[config.mk]
export PLATFORM = sky130hd
export DESIGN_NAME = wlan_info_element_parser_flat
export DESIGN_NICKNAME = d
export VERILOG_FILES = /design/src/sv/wlaniep_pkg.sv /design/src/sv/wlaniep_in_if.sv /design/src/sv/wlaniep_out_if.sv /design/src/sv/wlaniep_core.sv /design/src/sv/wlaniep_rfifo.sv /design/src/sv/wlan_info_element_parser.sv /design/src/flat_wrapper.sv
export SDC_FILE = /design/constraint.sdc
export NUM_CORES = 1
export LEC_CHECK = 0
export BUFFER_PORTS_ARGS = -buffer_cell sky130_fd_sc_hd__buf_2
export CAP_MARGIN = 20
export CORE_MARGIN = 2
export CORE_UTILIZATION = 61
export CTS_CLUSTER_SIZE = 40
export DETAILED_ROUTE_END_ITERATION = 12
export PLACE_DENSITY = 0.91
export SYNTH_ARGS = -nofsm -noshare
export SYNTH_HDL_FRONTEND = slang
export SYNTH_SLANG_ARGS = --single-unit
[constraint.sdc]
create_clock -name i_clk -period 6.1 [get_ports i_clk]
set_input_delay 0.305 -clock i_clk [delete_from_list [all_inputs] [get_ports i_clk]]
set_output_delay 0.305 -clock i_clk [all_outputs]
set_load 0.02 [all_outputs]
[src/sv/wlaniep_pkg.sv]
// wlaniep_pkg: shared widths, element codes and result type of the
// information element parser; no dependencies
`default_nettype none

package wlaniep_pkg;

    localparam int LENGTH_WIDTH = 16;
    localparam int RFIFO_DEPTH  = 4;
    localparam int RFIFO_AW     = $clog2(RFIFO_DEPTH);

    localparam logic [7:0] TAG_SSID   = 8'd0;
    localparam logic [7:0] TAG_RSN    = 8'd48;
    localparam logic [7:0] TAG_HT     = 8'd61;
    localparam logic [7:0] TAG_VHT    = 8'd192;
    localparam logic [7:0] TAG_VENDOR = 8'd221;

    localparam logic [7:0] OUI_LEN      = 8'd4;
    localparam logic [7:0] HT_SEC_IDX   = 8'd1;
    localparam logic [1:0] HT_SEC_MASK  = 2'b11;
    localparam logic [1:0] HT_SEC_ABOVE = 2'd1;
    localparam logic [1:0] HT_SEC_BELOW = 2'd3;
    localparam logic [7:0] VHT_W80      = 8'd1;
    localparam logic [7:0] VHT_W160     = 8'd2;

    localparam logic [7:0] BW_40  = 8'd40;
    localparam logic [7:0] BW_80  = 8'd80;
    localparam logic [7:0] BW_160 = 8'd160;
    localparam logic [7:0] BW_RESET = 8'd20;

    localparam logic [1:0] SEC_OPEN = 2'd0;
    localparam logic [1:0] SEC_WPA  = 2'd1;
    localparam logic [1:0] SEC_RSN  = 2'd2;

    localparam logic [3:0][7:0] WPA_OUI = {8'h01, 8'hf2, 8'h50, 8'h00};

    typedef struct packed {
        logic       ssid_valid;
        logic [7:0] ssid_char;
        logic       ssid_restart;
        logic       summary_valid;
        logic [1:0] security_class;
        logic [7:0] bandwidth_mhz;
        logic       ssid_seen;
        logic       final_result;
    } t_result;

endpackage

`default_nettype wire

[src/sv/wlaniep_in_if.sv]
// wlaniep_in_if: request channel carrying one buffer byte
// depends on wlaniep_pkg
`default_nettype none

interface wlaniep_in_if;
    logic                                   valid;
    logic                                   ready;
    logic [7:0]                             data_byte;
    logic [wlaniep_pkg::LENGTH_WIDTH-1:0]   buffer_length;
    logic                                   last_byte;

    modport source (output valid, data_byte, buffer_length, last_byte, input ready);
    modport sink   (input valid, data_byte, buffer_length, last_byte, output ready);
endinterface

`default_nettype wire

[src/sv/wlaniep_out_if.sv]
// wlaniep_out_if: result channel of the parser, ssid bytes and summaries
// no dependencies
`default_nettype none

interface wlaniep_out_if;
    logic       valid;
    logic       ready;
    logic       ssid_valid;
    logic [7:0] ssid_char;
    logic       ssid_restart;
    logic       summary_valid;
    logic [1:0] security_class;
    logic [7:0] bandwidth_mhz;
    logic       ssid_seen;
    logic       final_result;

    modport source (output valid, ssid_valid, ssid_char, ssid_restart, summary_valid,
                    security_class, bandwidth_mhz, ssid_seen, final_result,
                    input ready);
    modport sink   (input valid, ssid_valid, ssid_char, ssid_restart, summary_valid,
                    security_class, bandwidth_mhz, ssid_seen, final_result,
                    output ready);
endinterface

`default_nettype wire

[src/sv/wlaniep_core.sv]
// wlaniep_core: element header tracking and per-byte result generation
// depends on wlaniep_pkg
`default_nettype none

module wlaniep_core (
    input  wire logic                                 i_clk,
    input  wire logic                                 i_rst_n,
    input  wire logic                                 i_step,
    input  wire logic [7:0]                           i_byte,
    input  wire logic [wlaniep_pkg::LENGTH_WIDTH-1:0] i_blen,
    input  wire logic                                 i_last,
    input  wire logic [7:0]                           i_default_bw,
    output      logic [1:0]                           o_count,
    output      wlaniep_pkg::t_result                 o_first,
    output      wlaniep_pkg::t_result                 o_second
);
    import wlaniep_pkg::*;

    typedef enum logic [1:0] {
        PH_TAG,
        PH_LEN,
        PH_PAY
    } t_phase;

    localparam int LW = LENGTH_WIDTH;

    t_phase        r_phase, n_phase;
    logic [LW-1:0] r_pos, n_pos;
    logic [LW-1:0] r_start, n_start;
    logic [7:0]    r_tag, n_tag;
    logic [7:0]    r_len, n_len;
    logic [7:0]    r_pidx, n_pidx;
    logic          r_oui, n_oui;
    logic          r_rsn, n_rsn;
    logic          r_wpa, n_wpa;
    logic [7:0]    r_bw, n_bw;
    logic          r_ssid, n_ssid;
    logic          r_stop, n_stop;

    logic [LW:0]   pos_p2;
    logic [LW:0]   elem_end;
    logic [LW:0]   blen_x;
    logic [8:0]    pidx_p1;
    logic          oui_ok;
    logic          ssid_out;
    logic          restart;
    t_result       ssid_res;
    t_result       sum_res;

    assign blen_x   = {1'b0, i_blen};
    assign pos_p2   = {1'b0, r_pos} + (LW+1)'(2);
    assign elem_end = {1'b0, r_start} + (LW+1)'(2) + (LW+1)'(i_byte);
    assign pidx_p1  = {1'b0, r_pidx} + 9'd1;
    assign oui_ok   = r_oui && (i_byte == WPA_OUI[r_pidx[1:0]]);

    always_comb begin
        n_phase  = r_phase;
        n_pos    = r_pos;
        n_start  = r_start;
        n_tag    = r_tag;
        n_len    = r_len;
        n_pidx   = r_pidx;
        n_oui    = r_oui;
        n_rsn    = r_rsn;
        n_wpa    = r_wpa;
        n_bw     = (r_pos == '0) ? i_default_bw : r_bw;
        n_ssid   = r_ssid;
        n_stop   = r_stop;
        ssid_out = 1'b0;
        restart  = 1'b0;

        if (!r_stop) begin
            unique case (r_phase)
                PH_TAG: begin
                    if (pos_p2 > blen_x) begin
                        n_stop = 1'b1;
                    end else begin
                        n_tag   = i_byte;
                        n_start = r_pos;
                        n_phase = PH_LEN;
                    end
                end
                PH_LEN: begin
                    n_len = i_byte;
                    if (elem_end > blen_x) begin
                        n_stop = 1'b1;
                    end else begin
                        if (r_tag == TAG_RSN) n_rsn = 1'b1;
                        if (r_tag == TAG_SSID && i_byte != 8'd0) n_ssid = 1'b1;
                        n_oui   = 1'b1;
                        n_pidx  = 8'd0;
                        n_phase = (i_byte == 8'd0) ? PH_TAG : PH_PAY;
                    end
                end
                PH_PAY: begin
                    case (r_tag)
                        TAG_SSID: begin
                            ssid_out = 1'b1;
                            restart  = (r_pidx == 8'd0);
                        end
                        TAG_VENDOR: begin
                            if (r_len >= OUI_LEN && r_pidx < OUI_LEN) begin
                                n_oui = oui_ok;
                                if (r_pidx == OUI_LEN - 8'd1 && oui_ok) n_wpa = 1'b1;
                            end
                        end
                        TAG_HT: begin
                            if (r_pidx == HT_SEC_IDX &&
                                ((i_byte[1:0] & HT_SEC_MASK) == HT_SEC_ABOVE ||
                                 (i_byte[1:0] & HT_SEC_MASK) == HT_SEC_BELOW)) begin
                                n_bw = BW_40;
                            end
                        end
                        TAG_VHT: begin
                            if (r_pidx == 8'd0) begin
                                if (i_byte == VHT_W80) n_bw = BW_80;
                                else if (i_byte == VHT_W160) n_bw = BW_160;
                            end
                        end
                        default: begin
                        end
                    endcase
                    if (pidx_p1 >= {1'b0, r_len}) begin
                        n_phase = PH_TAG;
                        n_pidx  = 8'd0;
                    end else begin
                        n_pidx = pidx_p1[7:0];
                    end
                end
                default: begin
                    n_phase = PH_TAG;
                end
            endcase
        end

        if (r_pos != '1) n_pos = r_pos + LW'(1);

        ssid_res              = '0;
        ssid_res.ssid_valid   = 1'b1;
        ssid_res.ssid_char    = i_byte;
        ssid_res.ssid_restart = restart;
        ssid_res.final_result = !i_last;

        sum_res                = '0;
        sum_res.summary_valid  = 1'b1;
        sum_res.security_class = n_rsn ? SEC_RSN : (n_wpa ? SEC_WPA : SEC_OPEN);
        sum_res.bandwidth_mhz  = n_bw;
        sum_res.ssid_seen      = n_ssid;
        sum_res.final_result   = 1'b1;

        if (i_last) begin
            n_phase = PH_TAG;
            n_pos   = '0;
            n_start = '0;
            n_tag   = 8'd0;
            n_len   = 8'd0;
            n_pidx  = 8'd0;
            n_oui   = 1'b1;
            n_rsn   = 1'b0;
            n_wpa   = 1'b0;
            n_bw    = i_default_bw;
            n_ssid  = 1'b0;
            n_stop  = 1'b0;
        end
    end

    assign o_count  = {1'b0, ssid_out} + {1'b0, i_last};
    assign o_first  = ssid_out ? ssid_res : sum_res;
    assign o_second = sum_res;

    always_ff @(posedge i_clk) begin
        if (!i_rst_n) begin
            r_phase <= PH_TAG;
            r_pos   <= '0;
            r_start <= '0;
            r_tag   <= 8'd0;
            r_len   <= 8'd0;
            r_pidx  <= 8'd0;
            r_oui   <= 1'b1;
            r_rsn   <= 1'b0;
            r_wpa   <= 1'b0;
            r_bw    <= BW_RESET;
            r_ssid  <= 1'b0;
            r_stop  <= 1'b0;
        end else if (i_step) begin
            r_phase <= n_phase;
            r_pos   <= n_pos;
            r_start <= n_start;
            r_tag   <= n_tag;
            r_len   <= n_len;
            r_pidx  <= n_pidx;
            r_oui   <= n_oui;
            r_rsn   <= n_rsn;
            r_wpa   <= n_wpa;
            r_bw    <= n_bw;
            r_ssid  <= n_ssid;
            r_stop  <= n_stop;
        end
    end

endmodule

`default_nettype wire

[src/sv/wlaniep_rfifo.sv]
// wlaniep_rfifo: small result queue taking up to two results per cycle
// depends on wlaniep_pkg
`default_nettype none

module wlaniep_rfifo (
    input  wire logic                 i_clk,
    input  wire logic                 i_rst_n,
    input  wire logic [1:0]           i_push_count,
    input  wire wlaniep_pkg::t_result i_first,
    input  wire wlaniep_pkg::t_result i_second,
    input  wire logic                 i_pop,
    output      logic                 o_room,
    output      logic                 o_valid,
    output      wlaniep_pkg::t_result o_head
);
    import wlaniep_pkg::*;

    t_result               r_mem [RFIFO_DEPTH];
    logic [RFIFO_AW-1:0]   r_wp, n_wp;
    logic [RFIFO_AW-1:0]   r_rp, n_rp;
    logic [RFIFO_AW:0]     r_cnt, n_cnt;
    logic                  do_pop;
    logic [RFIFO_AW-1:0]   wp_p1;

    assign do_pop  = i_pop && (r_cnt != '0);
    assign wp_p1   = r_wp + RFIFO_AW'(1);
    assign n_wp    = r_wp + RFIFO_AW'(i_push_count);
    assign n_rp    = r_rp + RFIFO_AW'(do_pop);
    assign n_cnt   = r_cnt + (RFIFO_AW+1)'(i_push_count) - (RFIFO_AW+1)'(do_pop);
    assign o_room  = r_cnt <= (RFIFO_AW+1)'(RFIFO_DEPTH - 2);
    assign o_valid = r_cnt != '0;
    assign o_head  = r_mem[r_rp];

    always_ff @(posedge i_clk) begin
        if (i_push_count != 2'd0) r_mem[r_wp] <= i_first;
        if (i_push_count == 2'd2) r_mem[wp_p1] <= i_second;
    end

    always_ff @(posedge i_clk) begin
        if (!i_rst_n) begin
            r_wp  <= '0;
            r_rp  <= '0;
            r_cnt <= '0;
        end else begin
            r_wp  <= n_wp;
            r_rp  <= n_rp;
            r_cnt <= n_cnt;
        end
    end

endmodule

`default_nettype wire

[src/sv/wlan_info_element_parser.sv]
// wlan_info_element_parser: top level with input register, parser core and result queue
// depends on wlaniep_pkg, wlaniep_in_if, wlaniep_out_if, wlaniep_core, wlaniep_rfifo
//
//   port         dir   handshake      carries
//   i_in         in    valid/ready    data_byte, buffer_length, last_byte
//   o_out        out   valid/ready    ssid byte or end of buffer summary
//   i_cfg_wr_*   in    write enable   default_bandwidth_mhz
//
// one request per cycle while the queue has room; results pass input register and queue
// a byte with both an ssid result and a summary delivers them as two output transfers
// the input register advances while the four-entry result queue holds at most two
// reset clears the parse state and sets the default bandwidth to 20
`default_nettype none

module wlan_info_element_parser (
    input  wire logic   i_clk,
    input  wire logic   i_rst_n,
    wlaniep_in_if.sink  i_in,
    wlaniep_out_if.source o_out,
    input  wire logic       i_cfg_wr_en,
    input  wire logic [7:0] i_cfg_wr_data
);
    import wlaniep_pkg::*;

    logic                    r_in_valid;
    logic [7:0]              r_byte;
    logic [LENGTH_WIDTH-1:0] r_blen;
    logic                    r_last;
    logic [7:0]              r_default_bw;

    logic                    room;
    logic                    advance;
    logic [1:0]              res_count;
    logic [1:0]              push_count;
    t_result                 res_first;
    t_result                 res_second;
    t_result                 head;
    logic                    head_valid;

    assign advance    = r_in_valid && room;
    assign i_in.ready = !r_in_valid || advance;
    assign push_count = advance ? res_count : 2'd0;

    always_ff @(posedge i_clk) begin
        if (!i_rst_n) begin
            r_in_valid   <= 1'b0;
            r_default_bw <= BW_RESET;
        end else begin
            if (i_in.ready) r_in_valid <= i_in.valid;
            if (i_cfg_wr_en) r_default_bw <= i_cfg_wr_data;
        end
    end

    always_ff @(posedge i_clk) begin
        if (i_in.valid && i_in.ready) begin
            r_byte <= i_in.data_byte;
            r_blen <= i_in.buffer_length;
            r_last <= i_in.last_byte;
        end
    end

    wlaniep_core u_core (
        .i_clk        (i_clk),
        .i_rst_n      (i_rst_n),
        .i_step       (advance),
        .i_byte       (r_byte),
        .i_blen       (r_blen),
        .i_last       (r_last),
        .i_default_bw (r_default_bw),
        .o_count      (res_count),
        .o_first      (res_first),
        .o_second     (res_second)
    );

    wlaniep_rfifo u_rfifo (
        .i_clk        (i_clk),
        .i_rst_n      (i_rst_n),
        .i_push_count (push_count),
        .i_first      (res_first),
        .i_second     (res_second),
        .i_pop        (o_out.ready),
        .o_room       (room),
        .o_valid      (head_valid),
        .o_head       (head)
    );

    assign o_out.valid          = head_valid;
    assign o_out.ssid_valid     = head.ssid_valid;
    assign o_out.ssid_char      = head.ssid_char;
    assign o_out.ssid_restart   = head.ssid_restart;
    assign o_out.summary_valid  = head.summary_valid;
    assign o_out.security_class = head.security_class;
    assign o_out.bandwidth_mhz  = head.bandwidth_mhz;
    assign o_out.ssid_seen      = head.ssid_seen;
    assign o_out.final_result   = head.final_result;

endmodule

`default_nettype wire
[src/flat_wrapper.sv]
// flat-port wrapper written by rule: the top's interface ports become plain ports
module wlan_info_element_parser_flat import wlaniep_pkg::*;
  (i_clk, i_rst_n, i_cfg_wr_en, i_cfg_wr_data, i_in_valid, i_in_data_byte, i_in_buffer_length, i_in_last_byte, i_in_ready, o_out_valid, o_out_ssid_valid, o_out_ssid_char, o_out_ssid_restart, o_out_summary_valid, o_out_security_class, o_out_bandwidth_mhz, o_out_ssid_seen, o_out_final_result, o_out_ready);
  wlaniep_in_if i_in_i ();
  wlaniep_out_if o_out_i ();
  input  wire logic i_clk;
  input  wire logic i_rst_n;
  input  wire logic i_cfg_wr_en;
  input  wire logic [7:0] i_cfg_wr_data;
  input wire logic [$bits(i_in_i.valid)-1:0] i_in_valid;
  input wire logic [$bits(i_in_i.data_byte)-1:0] i_in_data_byte;
  input wire logic [$bits(i_in_i.buffer_length)-1:0] i_in_buffer_length;
  input wire logic [$bits(i_in_i.last_byte)-1:0] i_in_last_byte;
  output wire logic [$bits(i_in_i.ready)-1:0] i_in_ready;
  output wire logic [$bits(o_out_i.valid)-1:0] o_out_valid;
  output wire logic [$bits(o_out_i.ssid_valid)-1:0] o_out_ssid_valid;
  output wire logic [$bits(o_out_i.ssid_char)-1:0] o_out_ssid_char;
  output wire logic [$bits(o_out_i.ssid_restart)-1:0] o_out_ssid_restart;
  output wire logic [$bits(o_out_i.summary_valid)-1:0] o_out_summary_valid;
  output wire logic [$bits(o_out_i.security_class)-1:0] o_out_security_class;
  output wire logic [$bits(o_out_i.bandwidth_mhz)-1:0] o_out_bandwidth_mhz;
  output wire logic [$bits(o_out_i.ssid_seen)-1:0] o_out_ssid_seen;
  output wire logic [$bits(o_out_i.final_result)-1:0] o_out_final_result;
  input wire logic [$bits(o_out_i.ready)-1:0] o_out_ready;
  assign i_in_i.valid = i_in_valid;
  assign i_in_i.data_byte = i_in_data_byte;
  assign i_in_i.buffer_length = i_in_buffer_length;
  assign i_in_i.last_byte = i_in_last_byte;
  assign i_in_ready = i_in_i.ready;
  assign o_out_valid = o_out_i.valid;
  assign o_out_ssid_valid = o_out_i.ssid_valid;
  assign o_out_ssid_char = o_out_i.ssid_char;
  assign o_out_ssid_restart = o_out_i.ssid_restart;
  assign o_out_summary_valid = o_out_i.summary_valid;
  assign o_out_security_class = o_out_i.security_class;
  assign o_out_bandwidth_mhz = o_out_i.bandwidth_mhz;
  assign o_out_ssid_seen = o_out_i.ssid_seen;
  assign o_out_final_result = o_out_i.final_result;
  assign o_out_i.ready = o_out_ready;
  wlan_info_element_parser u_core (.i_clk(i_clk), .i_rst_n(i_rst_n), .i_in(i_in_i), .o_out(o_out_i), .i_cfg_wr_en(i_cfg_wr_en), .i_cfg_wr_data(i_cfg_wr_data));
endmodule
==> run summary, run 1 <==
P_leak -> 4.80 nW
Worst Skew -> 23.7 ps
Via count of the routed design -> 8,510
CP top delay family -> compound AO/OA/AOI/OAI gates
Final period utilization -> 92.0%
Initial Utilization -> 62.2%
Worst hold start -> i_in_last_byte
Worst-Skew Late Latency -> 510 ps
Clock power frac -> 34.3%
Required time worst endpoint -> 6320 ps
Worst R2R Path Depth -> 21
RD Place Congestion -> 0.908
First-pass GRT wire length -> 42,000 um
GRT overflow -> 0
Sw Share -> 29.2%
DRC viols -> 0
Final setup fails -> 0
Drt initial violations -> 882
Initial antenna violation count -> 0
Comb pwr share -> 20.4%
Unrepaired setup endpoints after global routing -> false
Bufs and invs on worst path -> 3
Diode count -> 0
CP Class -> reg2reg
F_max -> 178 MHz
Post-DP Area -> 11,100 um^2
Sequential group share of total power -> 45.4%
Post-Synthesis Cells -> 1,034
Slowest library cell on the worst path -> edfxtp_1
Layout cells sized above 1 -> 14.8%
Core Region -> 17,200 um^2
Sequential area share after synthesis -> 44.7%
Synthesized area -> 10,700 um^2
Worst-path fanout max -> 12
Post-Syn Nets -> 1,146
YS warnings -> 0
Internal -> 2.44 mW
Drt wl/cell -> 19.8 um
Gr usage total -> 28.6%
Hold/Removal Path Class -> in2reg
Worst-path cell chain -> inv_1, ha_1, inv_1, ha_1, inv_1, fa_1, nor2b_1, o21ai_0, a21boi_0, o21ai_0, a211oi_1, and3_1, xor2_1, ha_1, and4_1, a41o_1, a21oi_1, o2111ai_1, nand2_1, a31oi_1, nor3b_1
Psw -> 1.01 mW
Fin nets -> 1,206
Input/output buffers -> 62
Number of vias per cell -> 6.38
I/O pin count -> 63
TritonCTS Buffers -> 21
Hold Crit Depth -> 1
Final hold violations -> 0
TritonCTS clock tree -> yes
H-tree depth -> 1
Clk sink count -> 204
Pin count of the biggest net entering global routing -> 39
Pwr/cell area -> 289 nW/um^2
Crit path from -> u_core.r_byte[1]$_DFFE_PP_
Most frequent cells in the layout -> dfxtp_1, nor2_1, ha_1
Root Buffer -> clkbuf_16
Max_cap viols -> 0
Ys async rst share -> 0%
Yosys cell types -> 88
Finished layout cell area -> 11,900 um^2
Antenna Nets Post-Route -> 0
DP Worst Slack -> 669 ps
Post-synth EDFFs -> 69
Startpoint of the worst register-to-register path -> u_core.r_byte[1]$_DFFE_PP_
Final Hold Slack -> 8.70 ps
Number of global-route vias before repair -> 8,300
Die Ht -> 136 um
Synth Flop Type -> dfxtp_1
Setup TNS -> 0 ps
Router iterations before antenna repair -> 5
Crit start category -> flip-flop
DRT Wirelength -> 26,400 um
Final HPWL DP -> 17,900 um
Avg Inst Size Synth -> 10.3 um^2
Maximum vdd drop -> 0.250 mV
Slowest Stage Delay on Critical Path -> 620 ps
Run status -> completed
Worst slew pin tran -> 1070 ps
DIE WIDTH -> 136 um
Crit. End Element -> flip-flop
Reg2reg setup slack -> 490 ps
Clk pin slew, worst setup/hold paths -> 60 ps
Row count -> 48
CP arrival -> 5830 ps
Commonest non-fill, non-tap cell in the layout -> dfxtp_1
Slew HR -> 28.4%
Pwr Total -> 3.45 mW
Clock Tree Buf Depth -> 3
RR Endpoint -> u_core.u_rfifo.r_mem[2][10]$_DFFE_PP_
Synthesized flop and latch total -> 204
Die area -> 18,600 um^2
Post-CTS setup buffers -> 0
Tmin final -> 5610 ps
Area growth syn-to-layout -> 11.8%
Final worst setup slack -> 491 ps
Final-report max-slew violation count -> 0
Endpoint of the worst hold-timing path -> u_core.r_last$_DFFE_PP_
[cell type report]
| type | count | area [um^2] |
|---|---|---|
| flip-flops and latches | 204 | 4770 |
| repair buffers | 92 | 611 |
| fillers | 1146 | 5240 |
| well taps | 225 | 282 |
| inverters | 61 | 229 |
| clock inverters | 9 | 57.6 |
| multi-input cells | 714 | 5420 |
| clock buffers | 29 | 566 |
[how the worst max path moves through the flow]
stage          slack (ps)                                    end  cells past startpoint
2_1_floorplan        1590  u_core.u_rfifo.r_mem[2][10]$_DFFE_PP_                     21
3_3_place_gp          890  u_core.u_rfifo.r_mem[2][10]$_DFFE_PP_                     21
3_5_place_dp          670  u_core.u_rfifo.r_mem[2][10]$_DFFE_PP_                     21
4_1_cts               640  u_core.u_rfifo.r_mem[2][10]$_DFFE_PP_                     21
5_1_grt               140  u_core.u_rfifo.r_mem[2][10]$_DFFE_PP_                     21
6_report              490  u_core.u_rfifo.r_mem[2][10]$_DFFE_PP_                     21
[logic make-up after synthesis]
family,count (synthesis),synth area share [%]
and+or+nand+nor,333,16.2
AOI/OAI and AO/OA,217,15.1
DFF,204,44.7
buffers and inverters,116,4.57
adders and majority gates,74,8.81
xor gates and xnor gates,49,4.02
muxes,41,6.60
[through the flow]
stage                     utilization [%]  instances
after global routing                 69.5       1334
final                                69.5       1334
after CTS                            69.3       1332
after detailed placement             64.4       1271
after floorplan                         -       1034
after global placement               64.4       1271
[power groups by stage]
stage               Combinational (mW)  Sequential, mW  Clock, mW
CTS                              0.684            1.57       1.19
detailed placement               0.665            1.60          0
finish                           0.702            1.56       1.18
global placement                 0.643            1.59          0
floorplan                        0.524            1.55          0
global route                     0.766            1.57       1.24
[repair_timing]
action	in CTS	in global routing
resized for setup	0	0
hold buffers	23	0
hold endpoints to repair	23	0
[cells in the mapped netlist (4+ instances only)]
library cell,number,area [um^2]
and3_1,12,75.1
a211oi_1,7,52.6
ha_1,72,901
inv_1,59,221
clkbuf_1,34,128
buf_1,4,15.0
nor3b_1,10,75.1
or3_1,10,62.6
nor3_1,15,75.1
edfxtp_1,69,2070
a311oi_1,6,52.6
buf_4,5,37.5
a22o_1,56,490
nand3_1,26,130
nand4_1,23,144
a21oi_1,47,235
o21a_1,7,52.6
buf_2,8,40.0
a31oi_1,11,68.8
nand2b_1,8,50.1
o21ai_1,8,40.0
xnor2_1,28,245
nor2b_1,9,56.3
a21o_1,5,37.5
mux4_2,23,518
xor2_1,21,184
nand2_1,55,206
dfxtp_1,135,2700
mux2i_1,13,130
o21ai_0,25,125
and2_1,11,68.8
nor4_1,4,25.0
nor2_1,121,454
mux2_2,5,56.3
[routing by layer]
layer	GRT usage [%]	wire [um]	vias up
met5	0	0	-
met4	12.7	1060	0
met3	4.36	2330	98
met2	49.0	12800	487
met1	35.7	10200	4024
li1	-	-	3901
[sequential cells by signal (all words and copies together), names as in the netlist, 2 cells and up]
register,count
u_core.u_rfifo.r_rp,2
u_core.u_core.r_bw,8
u_core.r_byte,8
u_core.u_core.r_pidx,8
u_core.u_core.r_tag,8
u_core.u_rfifo.r_wp,2
u_core.u_core.r_start,16
u_core.u_rfifo.r_cnt,3
u_core.u_rfifo.r_mem,92
u_core.r_blen,16
u_core.u_core.r_len,8
u_core.u_core.r_phase,2
u_core.u_core.r_pos,16
u_core.r_default_bw,8
Note: power is estimated with default switching activity, not from simulation.
==> run 2: changes to the inputs <==
--- a/config.mk
+++ b/config.mk
@@ -12,6 +12,7 @@
 export CTS_CLUSTER_SIZE = 40
 export DETAILED_ROUTE_END_ITERATION = 12
 export PLACE_DENSITY = 0.91
+export REMOVE_ABC_BUFFERS = 1
 export SYNTH_ARGS = -nofsm -noshare
 export SYNTH_HDL_FRONTEND = slang
 export SYNTH_SLANG_ARGS = --single-unit
==> run 2 against run 1 <==
Against the previous run:
- clock skew is 0.62 ps higher
- global-route usage rose by 0.95 points
- power grew 5.4%
- register-to-register slack got worse by 140 ps
- die area stayed put
- count of clock-buffer cells in the layout grew 3
- clock power is 14% higher
- critical path depth is the same
- largest cell class unchanged
- largest power group unchanged
==> run summary, run 2 (synthesized netlist as in run 1, its figures left out) <==
Run status -> completed
Antenna Nets Post-Route -> 0 (unchanged)
Die Ht -> 136 um (unchanged)
Diode count -> 0 (unchanged)
Final period utilization -> 94.3% (+2.3 points)
Area growth syn-to-layout -> 13.4%
Initial Utilization -> 62.2% (unchanged)
Core Region -> 17,200 um^2 (unchanged)
Reg2reg setup slack -> 350 ps (-140 ps)
Final hold violations -> 0 (unchanged)
Required time worst endpoint -> 6360 ps (+40 ps)
First-pass GRT wire length -> 43,500 um (+3.5%)
Endpoint of the worst hold-timing path -> u_core.r_default_bw[2]$_SDFFE_PN1P_
Crit start category -> flip-flop
Gr usage total -> 29.5% (+0.95 points)
Post-CTS setup buffers -> 0 (unchanged)
Fin nets -> 1,212 (+0.50%)
Clk sink count -> 204 (unchanged)
RD Place Congestion -> 0.943 (+3.8%)
Worst Skew -> 24.3 ps (+0.625 ps)
Final-report max-slew violation count -> 0 (unchanged)
Worst-Skew Late Latency -> 520 ps (about the same)
Drt initial violations -> 896 (+1.6%)
Input/output buffers -> 62 (unchanged)
DIE WIDTH -> 136 um (unchanged)
Worst R2R Path Depth -> 21 (unchanged)
Final setup fails -> 0 (unchanged)
Router iterations before antenna repair -> 7 (+2)
H-tree depth -> 1 (unchanged)
Drt wl/cell -> 20.6 um (+4.2%)
Biggest register -> u_core.u_rfifo.r_mem
CP Class -> reg2reg
Row count -> 48 (unchanged)
Startpoint of the worst register-to-register path -> u_core.r_byte[1]$_DFFE_PP_
Largest register FFs -> 92 (unchanged)
Pwr Total -> 3.63 mW (+5.4%)
DRT Wirelength -> 27,600 um (+4.7%)
Number of vias per cell -> 6.51 (+2.0%)
DRC viols -> 0 (unchanged)
TritonCTS clock tree -> yes
Pin count of the biggest net entering global routing -> 38 (-2.6%)
Root Buffer -> clkbuf_16
Clk pin slew, worst setup/hold paths -> 70 ps (about the same)
Most frequent cells in the layout -> dfxtp_1, nor2_1, ha_1
Layout cells sized above 1 -> 15.2% (+0.44 points)
Worst-path fanout max -> 12 (unchanged)
Initial antenna violation count -> 0 (unchanged)
Worst hold start -> i_cfg_wr_data[2]
DP Worst Slack -> 530 ps (-139 ps)
Crit. End Element -> flip-flop
Setup TNS -> 0 ps (unchanged)
Maximum vdd drop -> 0.269 mV (+7.9%)
TritonCTS Buffers -> 22 (+4.8%)
Hold Crit Depth -> 3 (+2)
GRT overflow -> 0 (unchanged)
Final HPWL DP -> 18,200 um (+1.4%)
Clock Tree Buf Depth -> 3 (unchanged)
Final worst setup slack -> 349 ps (-142 ps)
Unrepaired setup endpoints after global routing -> false
Worst slew pin tran -> 1080 ps (+2.63 ps)
Slew HR -> 28.3% (-0.18 points)
RR Endpoint -> u_core.u_rfifo.r_mem[2][10]$_DFFE_PP_
P_leak -> 4.89 nW (+1.9%)
Commonest non-fill, non-tap cell in the layout -> dfxtp_1
Max_cap viols -> 0 (unchanged)
I/O pin count -> 63 (unchanged)
Die area -> 18,600 um^2 (unchanged)
CP arrival -> 6010 ps (+180 ps)
Hold/Removal Path Class -> in2reg
Pwr/cell area -> 300 nW/um^2 (+3.9%)
F_max -> 174 MHz (-2.5%)
Number of global-route vias before repair -> 8,706 (+4.9%)
Tmin final -> 5750 ps (+142 ps)
Via count of the routed design -> 8,725 (+2.5%)
## run 2: through the flow
step / instance area (um^2) / std cells / utilization [%] / hold WS, ps
2_1_floorplan: 10400 / 979 / - / 367
3_3_place_gp: 11100 / 1271 / 64.4 / 428
3_5_place_dp: 11100 / 1272 / 64.4 / 437
4_1_cts: 12100 / 1338 / 70.2 / 14.8
5_1_grt: 12100 / 1341 / 70.5 / 28.0
6_report: 12100 / 1341 / 70.5 / 15.9
## run 2: layout make-up
type                       instances  area, um^2
inverter                          61         229
clock buffer                      32         659
sequential                       204        4770
fill                            1142        5060
clock inverter                     8        73.8
multi-input combinational        714        5430
timing repair buffer              97         671
tap                              225         282
## run 2: timing repair
item	in CTS	in global routing
hold endpoints to repair	26	0
hold buffers	26	0
resized for setup	0	1
setup endpoints to repair	0	7
## run 2: worst max path at each step
stage	from	endpoint	slack, ps	cells past startpoint
finish	u_core.r_byte[1]$_DFFE_PP_	u_core.u_rfifo.r_mem[2][10]$_DFFE_PP_	350	21
global route	u_core.r_byte[1]$_DFFE_PP_	u_core.u_rfifo.r_mem[2][10]$_DFFE_PP_	80	21
CTS	u_core.r_byte[1]$_DFFE_PP_	u_core.u_rfifo.r_mem[2][10]$_DFFE_PP_	480	21
detailed placement	u_core.r_byte[1]$_DFFE_PP_	u_core.u_rfifo.r_mem[2][10]$_DFFE_PP_	530	21
global placement	u_core.r_byte[1]$_DFFE_PP_	u_core.u_rfifo.r_mem[2][10]$_DFFE_PP_	830	21
floorplan	u_core.r_byte[1]$_DFFE_PP_	u_core.u_rfifo.r_mem[2][10]$_DFFE_PP_	1420	21
## run 2: where the power goes
part	switching [mW]	internal (mW)	total (mW)	leakage (nW)
logic	0.418	0.304	0.722	2.79
clock network	0.552	0.793	1.35	0.364
registers	0.0735	1.49	1.57	1.74
## run 2: worst max-delay path, stage by stage (launching register included)
cell and delay (ps):
edfxtp_1 600, inv_1 240, ha_1 320, inv_1 60, ha_1 180, inv_1 60, fa_1 410, nor2b_1 140
o21ai_0 110, a21boi_0 320, o21ai_0 240, a211oi_2 370, and3_1 230, xor2_1 160, ha_1 250, and4_1 200
a41o_1 250, a21oi_1 430, o2111ai_1 230, nand2_1 250, a31oi_1 230, nor3b_1 220
## run 2: per-layer routing
metal | part of all wire (%) | vias up | wire length [um] | global-route usage, %
met5 | 0 | - | 0 | 0
met4 | 4.0 | 0 | 1120 | 13.8
met3 | 8.4 | 117 | 2330 | 5.26
met2 | 50 | 517 | 13900 | 52.5
met1 | 37 | 4169 | 10300 | 34.5
li1 | - | 3922 | - | -
==> run 3: changes to the inputs <==
--- a/config.mk
+++ b/config.mk
@@ -11,7 +11,7 @@
 export CORE_UTILIZATION = 61
 export CTS_CLUSTER_SIZE = 40
 export DETAILED_ROUTE_END_ITERATION = 12
-export PLACE_DENSITY = 0.91
+export PLACE_DENSITY = 0.81
 export REMOVE_ABC_BUFFERS = 1
 export SYNTH_ARGS = -nofsm -noshare
 export SYNTH_HDL_FRONTEND = slang
==> constraint.sdc (replaced) <==
create_clock -name i_clk -period 6.1 [get_ports i_clk]
set_input_delay 1.22 -clock i_clk [delete_from_list [all_inputs] [get_ports i_clk]]
set_output_delay 1.22 -clock i_clk [all_outputs]
set_load 0.02 [all_outputs]
==> run 3 against run 2 <==
Against the previous run:
- critical path depth unchanged
- sequential cell count unchanged
- combinational power down 2%
- die area unchanged
- clock power down 5%
- setup slack better by 480 ps
- clock skew down 12 ps
- register-to-register slack better by 480 ps
- critical endpoint unchanged
==> run summary, run 3 (synthesized netlist as in run 1, its figures left out) <==
CP Class -> reg2reg
Slew HR -> 32.6% (+4.3 points)
Die Ht -> 136 um (unchanged)
Finished Layout Cells -> 1,317 (-1.8%)
First-pass GRT wire length -> 40,900 um (-6.0%)
TritonCTS clock tree -> yes
Layout cells sized above 1 -> 15.3% (+0.060 points)
Hold Crit Depth -> 2 (-1)
Crit path from -> u_core.r_byte[1]$_DFFE_PP_
TritonCTS Buffers -> 22 (unchanged)
Fin nets -> 1,188 (-2.0%)
Gr usage total -> 28.0% (-1.6 points)
Worst R2R Path Depth -> 21 (unchanged)
Clk pin slew, worst setup/hold paths -> 60 ps (about the same)
Required time worst endpoint -> 6340 ps (-20 ps)
Router iterations before antenna repair -> 5 (-2)
DIE WIDTH -> 136 um (unchanged)
Core Region -> 17,200 um^2 (unchanged)
Post-Place Cells -> 1,276 (+0.31%)
Pwr/cell area -> 300 nW/um^2 (about the same)
Final setup fails -> 0 (unchanged)
Drt initial violations -> 638 (-29%)
Via count of the routed design -> 8,226 (-5.7%)
Met1 WL -> 10,700 um (+3.4%)
Crit. End Element -> flip-flop
Die area -> 18,600 um^2 (unchanged)
Row count -> 48 (unchanged)
I/O pin count -> 63 (unchanged)
Hold Buf Count CTS -> 0 (-100%)
Clock Tree Buf Depth -> 3 (unchanged)
Pin count of the biggest net entering global routing -> 38 (unchanged)
Area growth syn-to-layout -> 10.8%
Worst-path fanout max -> 6 (-6)
Drt wl/cell -> 19.5 um (-5.5%)
Worst-Skew Late Latency -> 510 ps (about the same)
Most frequent cells in the layout -> dfxtp_1, nor2_1, ha_1
Number of vias per cell -> 6.25 (-4.0%)
Post-CTS setup buffers -> 0 (unchanged)
Unrepaired setup endpoints after global routing -> false
Met3 routed WL -> 1540 um (-34%)
CTS resizes -> 0 (unchanged)
Root Buffer -> clkbuf_16
Final hold violations -> 0 (unchanged)
Clk sink count -> 204 (unchanged)
Final core occ -> 68.9% (-1.6 points)
RD Place Congestion -> 0.932 (-1.2%)
Hold/Removal Path Class -> reg2reg
P_leak -> 4.77 nW (-2.5%)
Run status -> completed
Max_cap viols -> 0 (unchanged)
Setup TNS -> 0 ps (unchanged)
GRT overflow -> 0 (unchanged)
Largest register FFs -> 92 (unchanged)
F_max -> 190 MHz (+9.2%)
Input/output buffers -> 62 (unchanged)
Tmin final -> 5270 ps (-484 ps)
Startpoint of the worst register-to-register path -> u_core.r_byte[1]$_DFFE_PP_
Worst Skew -> 12.5 ps (-11.8 ps)
Antenna Nets Post-Route -> 0 (unchanged)
Initial Utilization -> 62.2% (unchanged)
Crit start category -> flip-flop
Biggest register -> u_core.u_rfifo.r_mem
Met2 wire length -> 12,600 um (-8.7%)
H-tree depth -> 1 (unchanged)
Commonest non-fill, non-tap cell in the layout -> dfxtp_1
Maximum vdd drop -> 0.253 mV (-6.3%)
Final-report max-slew violation count -> 0 (unchanged)
CP arrival -> 5500 ps (-510 ps)
Worst slew pin tran -> 1010 ps (-64.4 ps)
Initial antenna violation count -> 0 (unchanged)
Uppermost layer routed -> met4
Diode count -> 0 (unchanged)
Final period utilization -> 86.3% (-7.9 points)
DRT Wirelength -> 25,600 um (-7.2%)
Number of global-route vias before repair -> 8,032 (-7.7%)
Final HPWL DP -> 17,900 um (-1.3%)
Worst hold start -> u_core.u_rfifo.r_mem[0][22]$_SDFFE_PP0P_
DRC viols -> 0 (unchanged)
Fillers -> 1,272 (+11%)
## run 3: changes by cell type in the layout (fill, tap and decap cells not counted), sizes merged
cell         previous run  this run
dlygate4sd3            26         0
clkinv                  8         6
buf                    71        73
clkbuf                 32        34
## run 3: worst paths after layout
kind	end	slack, ps
setup / recovery	u_core.u_rfifo.r_mem[2][10]$_DFFE_PP_	830
hold / removal	u_core.u_rfifo.r_mem[0][22]$_SDFFE_PP0P_	450
setup reg to reg	u_core.u_rfifo.r_mem[2][10]$_DFFE_PP_	830
hold reg to reg	u_core.u_rfifo.r_mem[0][22]$_SDFFE_PP0P_	450
## run 3: area by class of cell
class                           count  area (um^2)  share of cell area (%)
Clock buffer                       34          626                    5.29
Clock inverter                      6         65.1                   0.550
Inverter                           61          229                    1.93
Multi-Input combinational cell    714         5420                    45.8
Sequential cell                   204         4770                    40.3
Tap cell                          225          282                    2.38
Timing Repair Buffer               73          438                    3.70
## run 3: per-stage QoR
stage | setup slack (ps) | hold slack (ps) | cell area (um^2) | power, mW
final | 833 | 448 | 11800 | 3.55
after detailed placement | 986 | 438 | 11100 | 2.28
after CTS | 956 | 452 | 11800 | 3.56
after global routing | 318 | 468 | 11800 | 3.69
after global placement | 1090 | 429 | 11100 | 2.25
after floorplan | 1420 | 418 | 10400 | 2.06
## run 3: worst max-delay path, stage by stage, from the launching register on
cell       delay (ps)
edfxtp_1          380
inv_1             210
ha_1              270
inv_1              50
ha_1              190
inv_1              70
fa_1              400
nor2b_1           130
o21ai_0           100
a21boi_0          230
o21ai_0           190
a211oi_1          460
and3_1            240
xor2_1            160
ha_1              260
and4_1            190
a41o_1            230
a21oi_1           330
o2111ai_1         220
nand2_1           220
a31oi_1           220
nor3b_1           230
## run 3: metal layers
layer | track usage, % | vias to the layer above
met5 | 0 | -
met4 | 10.7 | 0
met3 | 4.21 | 66
met2 | 47.8 | 320
met1 | 35.9 | 3958
li1 | - | 3882
## run 3: power breakdown
part	internal [mW]	leakage, nW	switching (mW)
Combinational	0.296	2.70	0.413
Clock	0.749	0.338	0.535
Sequential	1.49	1.74	0.0669
